--- src/hw/rtl/rsa_pkg.sv ---
// rsa_pkg: shared types for the row statistics accumulator
// no dependencies; imported by rsa_front and rsa_back
package rsa_pkg;

  // per-row status carried from the accumulator to the arithmetic back end
  typedef struct packed {
    logic empty;
    logic overflow;
  } row_flags_t;

endpackage

--- src/hw/rtl/rsa_front.sv ---
// rsa_front: takes samples one per cycle and keeps running min, max, sum, sum of squares
// and count; at row end it pushes a packed row record into the queue
// depends on rsa_pkg
module rsa_front
  import rsa_pkg::*;
#(
  parameter int SAMPLE_BITS = 16,
  parameter int COUNT_BITS  = 16
) (
  input  logic                   clk,
  input  logic                   rst_n,
  input  logic                   in_valid,
  output logic                   in_stall,
  input  logic [SAMPLE_BITS-1:0] in_sample,
  input  logic                   in_end_of_row,
  input  logic                   q_full,
  output logic                   q_push,
  output logic [2*SAMPLE_BITS+(SAMPLE_BITS+COUNT_BITS)+(2*SAMPLE_BITS+COUNT_BITS)
                +COUNT_BITS+$bits(row_flags_t)-1:0] q_rec
);

  localparam int S  = SAMPLE_BITS;
  localparam int C  = COUNT_BITS;
  localparam int SW = S + C;
  localparam int QW = 2 * S + C;

  logic [S-1:0]  min_r, min_nxt;
  logic [S-1:0]  max_r, max_nxt;
  logic [SW-1:0] sum_r, sum_nxt;
  logic [QW-1:0] sumsq_r, sumsq_nxt;
  logic [C-1:0]  cnt_r, cnt_nxt;
  logic          ovf_r, ovf_nxt;

  logic          take;
  logic [S-1:0]  mag;
  logic [2*S-1:0] sq;
  row_flags_t    flags;

  // only a row end needs room in the queue
  assign in_stall = q_full & in_end_of_row;
  assign take     = in_valid & ~in_stall;
  assign q_push   = take & in_end_of_row;

  assign mag = in_sample[S-1] ? (~in_sample + S'(1)) : in_sample;
  assign sq  = mag * mag;

  assign flags.empty    = (cnt_r == '0);
  assign flags.overflow = ovf_r;
  assign q_rec = {min_r, max_r, sum_r, sumsq_r, cnt_r, flags};

  always_comb begin
    min_nxt   = min_r;
    max_nxt   = max_r;
    sum_nxt   = sum_r;
    sumsq_nxt = sumsq_r;
    cnt_nxt   = cnt_r;
    ovf_nxt   = ovf_r;
    if (take) begin
      if (in_end_of_row) begin
        min_nxt   = '0;
        max_nxt   = '0;
        sum_nxt   = '0;
        sumsq_nxt = '0;
        cnt_nxt   = '0;
        ovf_nxt   = 1'b0;
      end else if (cnt_r == '1) begin
        // count saturated: sample dropped
        ovf_nxt = 1'b1;
      end else begin
        if (cnt_r == '0 || $signed(in_sample) < $signed(min_r)) min_nxt = in_sample;
        if (cnt_r == '0 || $signed(in_sample) > $signed(max_r)) max_nxt = in_sample;
        sum_nxt   = sum_r + {{C{in_sample[S-1]}}, in_sample};
        sumsq_nxt = sumsq_r + QW'(sq);
        cnt_nxt   = cnt_r + C'(1);
      end
    end
  end

  always_ff @(posedge clk) begin
    if (!rst_n) begin
      min_r   <= '0;
      max_r   <= '0;
      sum_r   <= '0;
      sumsq_r <= '0;
      cnt_r   <= '0;
      ovf_r   <= 1'b0;
    end else begin
      min_r   <= min_nxt;
      max_r   <= max_nxt;
      sum_r   <= sum_nxt;
      sumsq_r <= sumsq_nxt;
      cnt_r   <= cnt_nxt;
      ovf_r   <= ovf_nxt;
    end
  end

endmodule

--- src/hw/rtl/rsa_queue.sv ---
// rsa_queue: two-entry register queue of row records between front and back end
// no dependencies
module rsa_queue #(
  parameter int WIDTH = 8
) (
  input  logic             clk,
  input  logic             rst_n,
  input  logic             push,
  input  logic [WIDTH-1:0] push_data,
  input  logic             pop,
  output logic [WIDTH-1:0] pop_data,
  output logic             full,
  output logic             empty
);

  localparam int DEPTH = 2;

  logic [WIDTH-1:0] entry_r [DEPTH];
  logic             wr_ptr_r, wr_ptr_nxt;
  logic             rd_ptr_r, rd_ptr_nxt;
  logic [1:0]       fill_r, fill_nxt;

  assign full     = (fill_r == 2'(DEPTH));
  assign empty    = (fill_r == '0);
  assign pop_data = entry_r[rd_ptr_r];

  always_comb begin
    wr_ptr_nxt = wr_ptr_r;
    rd_ptr_nxt = rd_ptr_r;
    fill_nxt   = fill_r;
    if (push) begin
      wr_ptr_nxt = ~wr_ptr_r;
    end
    if (pop) begin
      rd_ptr_nxt = ~rd_ptr_r;
    end
    if (push && !pop) begin
      fill_nxt = fill_r + 2'd1;
    end else if (pop && !push) begin
      fill_nxt = fill_r - 2'd1;
    end
  end

  always_ff @(posedge clk) begin
    if (push) begin
      entry_r[wr_ptr_r] <= push_data;
    end
  end

  always_ff @(posedge clk) begin
    if (!rst_n) begin
      wr_ptr_r <= 1'b0;
      rd_ptr_r <= 1'b0;
      fill_r   <= '0;
    end else begin
      wr_ptr_r <= wr_ptr_nxt;
      rd_ptr_r <= rd_ptr_nxt;
      fill_r   <= fill_nxt;
    end
  end

endmodule

--- src/hw/rtl/rsa_back.sv ---
// rsa_back: sequential arithmetic for one row record: shift-add multiplies, restoring
// divides and a bit-pair square root, then the registered result
// depends on rsa_pkg
module rsa_back
  import rsa_pkg::*;
#(
  parameter int SAMPLE_BITS = 16,
  parameter int COUNT_BITS  = 16,
  parameter int FRAC_BITS   = 8
) (
  input  logic                   clk,
  input  logic                   rst_n,
  input  logic                   q_empty,
  input  logic [2*SAMPLE_BITS+(SAMPLE_BITS+COUNT_BITS)+(2*SAMPLE_BITS+COUNT_BITS)
                +COUNT_BITS+$bits(row_flags_t)-1:0] q_rec,
  output logic                   q_pop,
  output logic                   out_valid,
  input  logic                   out_stall,
  output logic [SAMPLE_BITS-1:0] out_row_min,
  output logic [SAMPLE_BITS-1:0] out_row_max,
  output logic [SAMPLE_BITS:0]   out_row_range,
  output logic [SAMPLE_BITS+FRAC_BITS-1:0] out_mean_q8,
  output logic [SAMPLE_BITS+FRAC_BITS-1:0] out_std_dev_q8,
  output logic                   out_empty_row,
  output logic                   out_count_overflow
);

  localparam int S  = SAMPLE_BITS;
  localparam int C  = COUNT_BITS;
  localparam int F  = FRAC_BITS;
  localparam int SW = S + C;
  localparam int QW = 2 * S + C;
  localparam int SF = S + F;
  localparam int W  = 2 * S + 2 * C + 2 * F;
  localparam int RW = W / 2;
  localparam int CW = $clog2(W + 1);
  localparam logic [SF-1:0] NEG_ONE_Q = ~SF'((1 << F) - 1);

  localparam logic [2:0] ST_IDLE   = 3'd0;
  localparam logic [2:0] ST_MUL_NS = 3'd1;
  localparam logic [2:0] ST_MUL_SS = 3'd2;
  localparam logic [2:0] ST_MUL_NN = 3'd3;
  localparam logic [2:0] ST_DIV_V  = 3'd4;
  localparam logic [2:0] ST_ROOT   = 3'd5;
  localparam logic [2:0] ST_DIV_M  = 3'd6;
  localparam logic [2:0] ST_DONE   = 3'd7;

  // record fields
  logic [S-1:0]  rec_min, rec_max;
  logic [SW-1:0] rec_sum;
  logic [QW-1:0] rec_sumsq;
  logic [C-1:0]  rec_cnt;
  row_flags_t    rec_flags;

  assign {rec_min, rec_max, rec_sum, rec_sumsq, rec_cnt, rec_flags} = q_rec;

  logic [2:0]    state_r, state_nxt;
  logic [CW-1:0] step_r, step_nxt;
  logic [W-1:0]  acc_r, acc_nxt;
  logic [W-1:0]  ma_r, ma_nxt;
  logic [SW-1:0] mb_r, mb_nxt;
  logic [W-1:0]  nsq_r, nsq_nxt;
  logic [W-1:0]  den_r, den_nxt;
  logic [W-1:0]  num_r, num_nxt;
  logic [W-1:0]  rem_r, rem_nxt;
  logic [RW-1:0] root_r, root_nxt;
  logic [SW-1:0] mag_r, mag_nxt;
  logic          neg_r, neg_nxt;
  logic [C-1:0]  n_r, n_nxt;
  logic [S-1:0]  min_r, min_nxt;
  logic [S-1:0]  max_r, max_nxt;
  row_flags_t    flags_r, flags_nxt;
  logic [SF-1:0] std_r, std_nxt;

  logic          out_valid_r, out_valid_nxt;
  logic [S-1:0]  o_min_r, o_min_nxt;
  logic [S-1:0]  o_max_r, o_max_nxt;
  logic [S:0]    o_range_r, o_range_nxt;
  logic [SF-1:0] o_mean_r, o_mean_nxt;
  logic [SF-1:0] o_std_r, o_std_nxt;
  row_flags_t    o_flags_r, o_flags_nxt;

  logic [W-1:0]  mul_sum;
  logic [W:0]    div_sh, sq_sh, sq_trial;
  logic          div_ge, sq_ge;
  logic          last_step;
  logic [SF-1:0] mean_mag;

  assign mul_sum   = acc_r + (mb_r[0] ? ma_r : '0);
  assign div_sh    = {rem_r, num_r[W-1]};
  assign div_ge    = (div_sh >= {1'b0, den_r});
  assign sq_sh     = {rem_r[W-2:0], num_r[W-1:W-2]};
  assign sq_trial  = (W + 1)'({root_r, 2'b01});
  assign sq_ge     = (sq_sh >= sq_trial);
  assign last_step = (step_r == CW'(1));
  assign mean_mag  = num_r[SF-1:0];

  always_comb begin
    state_nxt     = state_r;
    step_nxt      = step_r;
    acc_nxt       = acc_r;
    ma_nxt        = ma_r;
    mb_nxt        = mb_r;
    nsq_nxt       = nsq_r;
    den_nxt       = den_r;
    num_nxt       = num_r;
    rem_nxt       = rem_r;
    root_nxt      = root_r;
    mag_nxt       = mag_r;
    neg_nxt       = neg_r;
    n_nxt         = n_r;
    min_nxt       = min_r;
    max_nxt       = max_r;
    flags_nxt     = flags_r;
    std_nxt       = std_r;
    o_min_nxt     = o_min_r;
    o_max_nxt     = o_max_r;
    o_range_nxt   = o_range_r;
    o_mean_nxt    = o_mean_r;
    o_std_nxt     = o_std_r;
    o_flags_nxt   = o_flags_r;
    out_valid_nxt = out_valid_r & out_stall;
    q_pop         = 1'b0;

    unique case (state_r)
      ST_IDLE: begin
        if (!q_empty) begin
          q_pop     = 1'b1;
          min_nxt   = rec_min;
          max_nxt   = rec_max;
          n_nxt     = rec_cnt;
          flags_nxt = rec_flags;
          neg_nxt   = rec_sum[SW-1];
          mag_nxt   = rec_sum[SW-1] ? (~rec_sum + SW'(1)) : rec_sum;
          ma_nxt    = W'(rec_sumsq);
          mb_nxt    = SW'(rec_cnt);
          acc_nxt   = '0;
          step_nxt  = CW'(C);
          state_nxt = rec_flags.empty ? ST_DONE : ST_MUL_NS;
        end
      end
      ST_MUL_NS, ST_MUL_SS, ST_MUL_NN: begin
        acc_nxt  = mul_sum;
        ma_nxt   = {ma_r[W-2:0], 1'b0};
        mb_nxt   = {1'b0, mb_r[SW-1:1]};
        step_nxt = step_r - CW'(1);
        if (last_step) begin
          acc_nxt = '0;
          if (state_r == ST_MUL_NS) begin
            // n * sum of squares done, now sum squared
            nsq_nxt   = mul_sum;
            ma_nxt    = W'(mag_r);
            mb_nxt    = mag_r;
            step_nxt  = CW'(SW);
            state_nxt = ST_MUL_SS;
          end else if (state_r == ST_MUL_SS) begin
            num_nxt   = (nsq_r - mul_sum) << (2 * F);
            ma_nxt    = W'(n_r);
            mb_nxt    = SW'(n_r);
            step_nxt  = CW'(C);
            state_nxt = ST_MUL_NN;
          end else begin
            den_nxt   = mul_sum;
            rem_nxt   = '0;
            step_nxt  = CW'(W);
            state_nxt = ST_DIV_V;
          end
        end
      end
      ST_DIV_V, ST_DIV_M: begin
        rem_nxt  = div_ge ? W'(div_sh - {1'b0, den_r}) : W'(div_sh);
        num_nxt  = {num_r[W-2:0], div_ge};
        step_nxt = step_r - CW'(1);
        if (last_step) begin
          if (state_r == ST_DIV_V) begin
            rem_nxt   = '0;
            root_nxt  = '0;
            step_nxt  = CW'(RW);
            state_nxt = ST_ROOT;
          end else begin
            state_nxt = ST_DONE;
          end
        end
      end
      ST_ROOT: begin
        rem_nxt  = sq_ge ? W'(sq_sh - sq_trial) : W'(sq_sh);
        root_nxt = {root_r[RW-2:0], sq_ge};
        num_nxt  = {num_r[W-3:0], 2'b00};
        step_nxt = step_r - CW'(1);
        if (last_step) begin
          std_nxt   = SF'(root_nxt);
          num_nxt   = W'(mag_r) << F;
          den_nxt   = W'(n_r);
          rem_nxt   = '0;
          step_nxt  = CW'(W);
          state_nxt = ST_DIV_M;
        end
      end
      ST_DONE: begin
        if (!out_valid_r || !out_stall) begin
          out_valid_nxt = 1'b1;
          o_flags_nxt   = flags_r;
          if (flags_r.empty) begin
            o_min_nxt          = '1;
            o_max_nxt          = '1;
            o_range_nxt        = '1;
            o_mean_nxt         = NEG_ONE_Q;
            o_std_nxt          = NEG_ONE_Q;
            o_flags_nxt.overflow = 1'b0;
          end else begin
            o_min_nxt   = min_r;
            o_max_nxt   = max_r;
            o_range_nxt = {max_r[S-1], max_r} - {min_r[S-1], min_r};
            o_mean_nxt  = neg_r ? (~mean_mag + SF'(1)) : mean_mag;
            o_std_nxt   = std_r;
          end
          state_nxt = ST_IDLE;
        end
      end
      default: state_nxt = ST_IDLE;
    endcase
  end

  always_ff @(posedge clk) begin
    acc_r     <= acc_nxt;
    ma_r      <= ma_nxt;
    mb_r      <= mb_nxt;
    nsq_r     <= nsq_nxt;
    den_r     <= den_nxt;
    num_r     <= num_nxt;
    rem_r     <= rem_nxt;
    root_r    <= root_nxt;
    mag_r     <= mag_nxt;
    neg_r     <= neg_nxt;
    n_r       <= n_nxt;
    min_r     <= min_nxt;
    max_r     <= max_nxt;
    flags_r   <= flags_nxt;
    std_r     <= std_nxt;
    o_min_r   <= o_min_nxt;
    o_max_r   <= o_max_nxt;
    o_range_r <= o_range_nxt;
    o_mean_r  <= o_mean_nxt;
    o_std_r   <= o_std_nxt;
    o_flags_r <= o_flags_nxt;
  end

  always_ff @(posedge clk) begin
    if (!rst_n) begin
      state_r     <= ST_IDLE;
      step_r      <= '0;
      out_valid_r <= 1'b0;
    end else begin
      state_r     <= state_nxt;
      step_r      <= step_nxt;
      out_valid_r <= out_valid_nxt;
    end
  end

  assign out_valid          = out_valid_r;
  assign out_row_min        = o_min_r;
  assign out_row_max        = o_max_r;
  assign out_row_range      = o_range_r;
  assign out_mean_q8        = o_mean_r;
  assign out_std_dev_q8     = o_std_r;
  assign out_empty_row      = o_flags_r.empty;
  assign out_count_overflow = o_flags_r.overflow;

endmodule

--- src/hw/rtl/row_statistics_accumulator.sv ---
// row_statistics_accumulator: top level; front accumulator, row record queue, back end
// depends on rsa_front, rsa_queue, rsa_back (and rsa_pkg through them)
//
// usage: signed samples stream in on in_sample; a transaction with in_end_of_row set
// closes the row (its sample is ignored) and later yields one result transaction with
// min, max, range, mean and population std deviation (FRAC_BITS fraction bits).
// samples are taken one per cycle; in_stall rises only for a row end while both
// queue entries hold closed rows waiting for the back end.
// the back end works on one row record at a time with its single shared
// shift-add multiplier, restoring divider and root loop, while the front keeps
// accumulating and the queue holds up to two closed rows.
// an empty row reports all ones in min, max and range and -1.0 in mean and std
// deviation, with the empty flag; samples beyond the count limit are dropped and
// flagged as count overflow.
// the result is held in an output register; while out_stall is high it stays and the
// back end waits, the front keeps accumulating.
// reset (rst_n low, synchronous) clears the accumulators, queue and output valid.
module row_statistics_accumulator #(
  parameter int SAMPLE_BITS = 16,
  parameter int COUNT_BITS  = 16,
  parameter int FRAC_BITS   = 8
) (
  input  logic                   clk,
  input  logic                   rst_n,
  input  logic                   in_valid,
  output logic                   in_stall,
  input  logic [SAMPLE_BITS-1:0] in_sample,
  input  logic                   in_end_of_row,
  output logic                   out_valid,
  input  logic                   out_stall,
  output logic [SAMPLE_BITS-1:0] out_row_min,
  output logic [SAMPLE_BITS-1:0] out_row_max,
  output logic [SAMPLE_BITS:0]   out_row_range,
  output logic [SAMPLE_BITS+FRAC_BITS-1:0] out_mean_q8,
  output logic [SAMPLE_BITS+FRAC_BITS-1:0] out_std_dev_q8,
  output logic                   out_empty_row,
  output logic                   out_count_overflow
);

  localparam int REC_BITS = 2 * SAMPLE_BITS + (SAMPLE_BITS + COUNT_BITS)
                            + (2 * SAMPLE_BITS + COUNT_BITS) + COUNT_BITS + 2;

  logic                q_full, q_empty, q_push, q_pop;
  logic [REC_BITS-1:0] rec_in, rec_out;

  rsa_front #(
    .SAMPLE_BITS(SAMPLE_BITS),
    .COUNT_BITS (COUNT_BITS)
  ) u_front (
    .clk          (clk),
    .rst_n        (rst_n),
    .in_valid     (in_valid),
    .in_stall     (in_stall),
    .in_sample    (in_sample),
    .in_end_of_row(in_end_of_row),
    .q_full       (q_full),
    .q_push       (q_push),
    .q_rec        (rec_in)
  );

  rsa_queue #(
    .WIDTH(REC_BITS)
  ) u_queue (
    .clk      (clk),
    .rst_n    (rst_n),
    .push     (q_push),
    .push_data(rec_in),
    .pop      (q_pop),
    .pop_data (rec_out),
    .full     (q_full),
    .empty    (q_empty)
  );

  rsa_back #(
    .SAMPLE_BITS(SAMPLE_BITS),
    .COUNT_BITS (COUNT_BITS),
    .FRAC_BITS  (FRAC_BITS)
  ) u_back (
    .clk               (clk),
    .rst_n             (rst_n),
    .q_empty           (q_empty),
    .q_rec             (rec_out),
    .q_pop             (q_pop),
    .out_valid         (out_valid),
    .out_stall         (out_stall),
    .out_row_min       (out_row_min),
    .out_row_max       (out_row_max),
    .out_row_range     (out_row_range),
    .out_mean_q8       (out_mean_q8),
    .out_std_dev_q8    (out_std_dev_q8),
    .out_empty_row     (out_empty_row),
    .out_count_overflow(out_count_overflow)
  );

endmodule

--- config.mk ---
export PLATFORM = sky130hd
export DESIGN_NAME = row_statistics_accumulator
export DESIGN_NICKNAME = d
export VERILOG_FILES = /design/src/hw/rtl/rsa_pkg.sv /design/src/hw/rtl/rsa_front.sv /design/src/hw/rtl/rsa_queue.sv /design/src/hw/rtl/rsa_back.sv /design/src/hw/rtl/row_statistics_accumulator.sv
export SDC_FILE = /design/constraint.sdc
export NUM_CORES = 2
export LEC_CHECK = 0
export BUFFER_PORTS_ARGS = -buffer_cell sky130_fd_sc_hd__buf_2
export CORE_MARGIN = 2
export CORE_UTILIZATION = 55
export CTS_CLUSTER_SIZE = 24
export DETAILED_ROUTE_END_ITERATION = 10
export GPL_ROUTABILITY_DRIVEN = 0
export GPL_TIMING_DRIVEN = 1
export PLACE_DENSITY = 0.75
export SYNTH_ARGS = -nofsm -noshare
export SYNTH_HDL_FRONTEND = slang
export SYNTH_SLANG_ARGS = --single-unit
--- constraint.sdc ---
create_clock -name clk -period 12.5 [get_ports clk]
set_input_delay 1.25 -clock clk [delete_from_list [all_inputs] [get_ports clk]]
set_output_delay 1.25 -clock clk [all_outputs]
set_load 0.005 [all_outputs]
# --- After elaboration in Yosys (flattened, before gate mapping) ---
# Memory sizes are Yosys's and may differ from the RTL's. A register that Yosys moved wholly into a read port is not among the register bits.
# Cells that the tools add are included.
# W data, S select, Z words.
op_classes:
  mul: 1
  reduce_logical: 38
  eq_ne: 20
  addsub: 14
  order_cmp: 4
  muxes: 81
  n_bitwise: 11
op_table:
  columns: ["cell", "count"]
  rows:
  - ["$mux W80", 23]
  - ["$pmux W80 S2", 3]
  - ["$pmux W80 S3", 2]
  - ["$mux W32", 5]
  - ["$mux W16", 9]
  - ["$mux W48", 2]
  - ["$ge A81 B42 Y1", 1]
  - ["$ge A81 B80 Y1", 1]
  - ["$add A80 B80 Y80", 1]
  - ["$mux W40", 2]
  - ["$pmux W40 S2", 1]
  - ["$sub A80 B42 Y80", 1]
  - ["$sub A80 B80 Y80", 1]
  - ["$pmux W32 S2", 1]
  - ["$sub A64 B64 Y64", 1]
  - ["$mux W31", 2]
  - ["$mux W7", 7]
  - ["$add A48 B32 Y48", 1]
  - ["$add A16 B1 Y16 const B", 2]
  - ["$add A32 B1 Y32 const B", 1]
  - ["$add A32 B32 Y32", 1]
  - ["$mul A16 B16 Y32", 1]
  - ["$not A32 Y32", 1]
  - ["$pmux W7 S4", 1]
  - ["other kinds (39)", 98]
totals:
  out_inout_bits: 101
  input_bits: 21
  register_bits: 886
  ramBits: 260
  n_memories: 1
mem_list:
  columns: ["name", "words", "word_bits", "rd", "rd_ports_with_merged_regs", "wr", "line_no", "source"]
  rows:
  - ["u_queue.entry_r", 2, 130, 1, 1, 1, "rsa_queue.sv:18", "logic [WIDTH-1:0] entry_r [DEPTH];"]

# --- Longest topological paths before layout ---
depth:
  ltp_word: 9
  depth_mapped: 37
  depth_no_buf: 35

# --- Cells and area by module ---
# From an unflattened synthesis, not the netlist that was laid out.
unflattened:
  hier_cells: 7309
  area_unflattened_um2: 75113.3
modules_own_cells:
  columns: ["mod", "seq_area_each_um2", "instances", "cells_each", "area_per_inst_um2"]
  rows:
  - ["rsa_back", 22501.6, 1, 5008, 49653.9]
  - ["rsa_front", 2582.5, 1, 1875, 15836.4]
  - ["rsa_queue", 7907.6, 1, 426, 9623.0]

# --- Least setup slack after synthesis ---
# No wires, ideal clock.
synth_timing:
  kind: "input-to-reg"
  from: "input out_stall"
  to: "register u_back.state_r[1]"
  arrival_ns: 9.402
  slack_ns: 3.013
  n_path_buf: 0
  stages: 5
  path_cell_list: "a21boi_0 > a21oi_1 > nor2_1 > a21oi_1 > a211oi_1"
synth_via:
  elab_chain_len: 4
synth_rtl:
  columns: ["element", "line_no", "source"]
  rows:
  - ["start, declared", "row_statistics_accumulator.sv:30", "input logic out_stall,"]
  - ["$logic_not A1 Y1", "rsa_back.sv:200", "if (!out_valid_r || !out_stall) begin"]
  - ["$logic_or A1 B1 Y1", "rsa_back.sv:200", null]
  - ["$ne A2 B1 Y1 (no source line)", null, null]
  - ["$reduce_and A5 Y1 (no source line)", null, null]
  - ["end signal, assigned", "rsa_back.sv:254", "state_r <= state_nxt;"]
  - ["end, declared", "rsa_back.sv:57", "logic [2:0] state_r, state_nxt;"]
# Every way passes these cells.
# A chain may end at the register's enable or synchronous reset.

# --- Worst setup path in the final report ---
layout_timing:
  from: "input in_sample[9]"
  to: "register u_front.sumsq_r[46]"
layout_via:
  elab_chain_len: 7
layout_rtl:
  columns: ["element", "line_no", "source"]
  rows:
  - ["start, declared", "row_statistics_accumulator.sv:27", "input logic [SAMPLE_BITS-1:0] in_sample,"]
  - ["$not A16 Y16", "rsa_front.sv:44", "assign mag = in_sample[S-1] ? (~in_sample + S'(1)) : in_sample;"]
  - ["$add A16 B1 Y16", "rsa_front.sv:44", null]
  - ["$mux W16 *", "rsa_front.sv:44", null]
  - ["$mul A16 B16 Y32 *", "rsa_front.sv:45", "assign sq = mag * mag;"]
  - ["$add A48 B32 Y48 *", "rsa_front.sv:73", "sumsq_nxt = sumsq_r + QW'(sq);"]
  - ["$mux W48 *", "rsa_front.sv:66", "end else if (cnt_r == '1) begin"]
  - ["$mux W48 *", "rsa_front.sv:59", "if (in_end_of_row) begin"]
  - ["end signal, assigned", "rsa_front.sv:91", "sumsq_r <= sumsq_nxt;"]
  - ["end, declared", "rsa_front.sv:30", "logic [QW-1:0] sumsq_r, sumsq_nxt;"]
# Every way passes the cells marked *; elsewhere a longest branch is shown, timed or not. The select of a mux whose other input is x is not followed.

==> qor.yml <==
worst_setup_path:
  endpoint: "u_front.sumsq_r[46]"
  crit_buf_inv: 5
  worstPathMaxFanout: 11
  slowest_stage: "xnor2_1"
  max_stage_delay_ns: 0.63
  rrSetupSlack_ns: 4.00
  worstSetupStartpointType: "primary input"
  end_kind: "flop"
  r2r_end: "u_back.num_r[73]"
  cp.arrival_ns: 10.40
  cpMostUsedCell: "fa_1"
  critical-path-top-delay-family: "adder cells"
  path_depth: 30
  r2r.worst_path.cells: 27
  worstReg2RegStart: "u_back.mb_r[0]"
  cp.required_ns: 13.14
  startpoint: "in_sample[9]"
  crit_type: "primary input to flop"
yosys:
  ys_warn_count: 0
  netlist.area_leader.share: 0.413
  syn_area_sq_mm: 0.0728
  synth-edff-count: 1002
  yosys-top-cells-area: "edfxtp_1 41%, ha_1 7.8%, fa_1 5.5%"
  seq_area_frac_synth: 0.453
  syn_area_per_cell_sq_um: 10.3
  yosys.area.top_type: "edfxtp_1"
  ys.flop_type: "edfxtp_1"
  async_reset_ff_frac: 0
  ys_ff_latch: 1147
  synth_cell_types: 96
  syn_inst: 7099
layout:
  fillers: 10586
  drive_gt1_frac: 0.0789
  finalNetCount: 7803
  area_growth_pct: 9.09
  diodes: 0
  final_util: 0.604
route:
  wl_met3_um: 13600
  post_drt_wl_per_cell_um: 21.3
  vias: 54384
  drtAntennaViolNets: 0
  vias_per_cell: 6.06
  wl_met1_um: 76800
  dr_wl_met2_um: 88700
  drt-total-wl_um: 192000
  first_pass_iters: 8
  route.detailed.drc: 0
  drtIter0Drc: 5254
  top_layer: "met4"
clock_network:
  postCtsSetupRepairBufs: 0
  numClockSinks: 1147
  hold_buffers: 0
  clockBufferDepth: 3
  insertion_delay_ns: 0.78
  cts_tree: "built"
  cts_root_buf: "clkbuf_16"
  htreeDepth: 3
  ctsResizeCount: 0
  cts_buffers: 117
  path_clk_slew_ns: 0.06
sta:
  relSlewSlack: 0.0536
  whs_ns: 0.446
  max_freq_ghz: 0.102
  period_share: 0.781
  period_needed_ns: 9.76
  rsz0062_at_grt: "no"
  setup_violations: 0
  fin_skew_ns: 0.0798
  tightest_slew_ns: 1.41
  final_hold_viol_count: 0
  maxSlewViolCount: 0
  setup_tns_ns: 0
floorplan:
  die_h_um: 368
  core-area_sq_mm: 0.131
  die_w_um: 368
  rows: 133
  dieArea_sq_mm: 0.135
  io_pins: 122
  initial_core_util: 0.554
global_routing:
  antenna_found_initial: 0
  grt_usage: 0.277
  grt_pass1_wl_um: 297000
  grt_max_degree: 167
  grt_pass1_vias: 53271
  grt_overflow: 0
run_status:
  status: "finished, final reports clean"
placed_design:
  io_buffers: 121
  dp_hpwl_um: 141000
run:
  cap_viol_max_count: 0
hold_path:
  hold_path.class: "flop to flop"
## worst reg2reg max path, stage by stage, from the launching register on
cell	delay, ns
edfxtp_1	0.37
buf_4	0.33
and2_1	0.30
ha_1	0.23
fa_1	0.43
a21o_1	0.17
a21oi_1	0.29
o21ai_0	0.24
a311oi_2	0.55
a21boi_1	0.26
a21oi_1	0.51
o41ai_1	0.19
a21oi_1	0.23
nor2_1	0.08
nor2_1	0.14
xor2_1	0.94
ha_1	0.49
a21o_1	0.22
a21o_1	0.18
a21o_1	0.20
a21oi_1	0.15
nor2b_1	0.07
a211oi_1	0.55
o21ai_0	0.28
a21o_1	0.27
a41oi_1	0.27
xor2_1	0.18
o21ai_0	0.09
## sequential cells by signal, summed over array words and instances, names as in the netlist, 32 cells and up, named ones only
| signal | flops |
|---|---|
| u_back.nsq_r | 64 |
| u_back.root_r | 40 |
| u_back.den_r | 80 |
| u_queue.entry_r | 260 |
| u_back.num_r | 80 |
| u_back.rem_r | 80 |
| u_back.mb_r | 32 |
| u_back.ma_r | 80 |
| u_back.acc_r | 80 |
| u_front.sum_r | 32 |
| u_back.mag_r | 32 |
| u_front.sumsq_r | 48 |
## layout make-up
class                   count  area [sq um]  share of cell area
inverters                 699          2630              0.0331
flip-flops and latches   1147         33000               0.415
repair buffers            202          1230              0.0154
well taps                1755          2200              0.0276
multi-input cells        4959         36300               0.457
clock inverters            73           976              0.0123
clock buffers             145          3160              0.0398
## metal layers
| layer | vias up | track usage |
|---|---|---|
| met1 | 26194 | 0.352 |
| met3 | 598 | 0.0426 |
| met2 | 2329 | 0.453 |
| li1 | 25263 | - |
| met4 | 0 | 0.156 |
| met5 | - | 0 |
## Yosys cell counts (90+ instances only)
cell type and n:
nand2_1 506, and2_1 136, edfxtp_1 1002, clkbuf_1 277, o21ai_0 355, a22oi_1 106, dfxtp_1 145, a21oi_1 458
inv_1 690, xnor2_1 231, mux2i_1 184, fa_1 200, nand3_1 90, a21o_1 231, nor2_1 616, ha_1 456
xor2_1 205
## how the worst min path moves through the flow
stage,start,to,slack [ns],cells past startpoint
floorplan,u_front.ovf_r,u_queue.entry_r[0][0],0.43,0
global placement,u_back.root_r[3],u_back.std_r[4],0.43,0
detailed placement,u_back.root_r[3],u_back.std_r[4],0.43,0
CTS,u_back.root_r[14],u_back.std_r[15],0.45,0
global route,u_back.root_r[3],u_back.std_r[4],0.46,0
finish,u_back.root_r[14],u_back.std_r[15],0.45,0
## cells by family after synthesis
kind of cell / Yosys count / share of synthesized area
simple gates: 1915 / 0.125
xor+xnor: 436 / 0.0524
fa+ha+maj: 656 / 0.133
buf+inv: 1002 / 0.0521
mux: 241 / 0.0341
other cells: 2 / 0.000103
compound gates: 1700 / 0.150
flops: 1147 / 0.453
## layout by cell type, fill, tap and decap left out, types with 122 or more instances in the layout
master,instances
xor2_1,205
a21oi_1,456
nor2_1,606
mux2i_1,184
a21o_1,231
xnor2_1,231
inv_1,689
nand2_1,502
and2_1,136
fa_1,200
edfxtp_1,1002
clkbuf_16,122
ha_1,456
o21ai_0,355
dfxtp_1,144
## per-stage QoR
stage	instances	area (sq um)	setup slack, ns
final	8980	79500	2.74
after global routing	8980	79500	2.23
after CTS	8980	79500	2.89
after detailed placement	8762	75300	2.08
after global placement	8762	75300	2.19
after floorplan	7108	72900	3.01
Power is not shown: default switching activity piles up to over one toggle a cycle in this logic, so the estimate is an artifact.
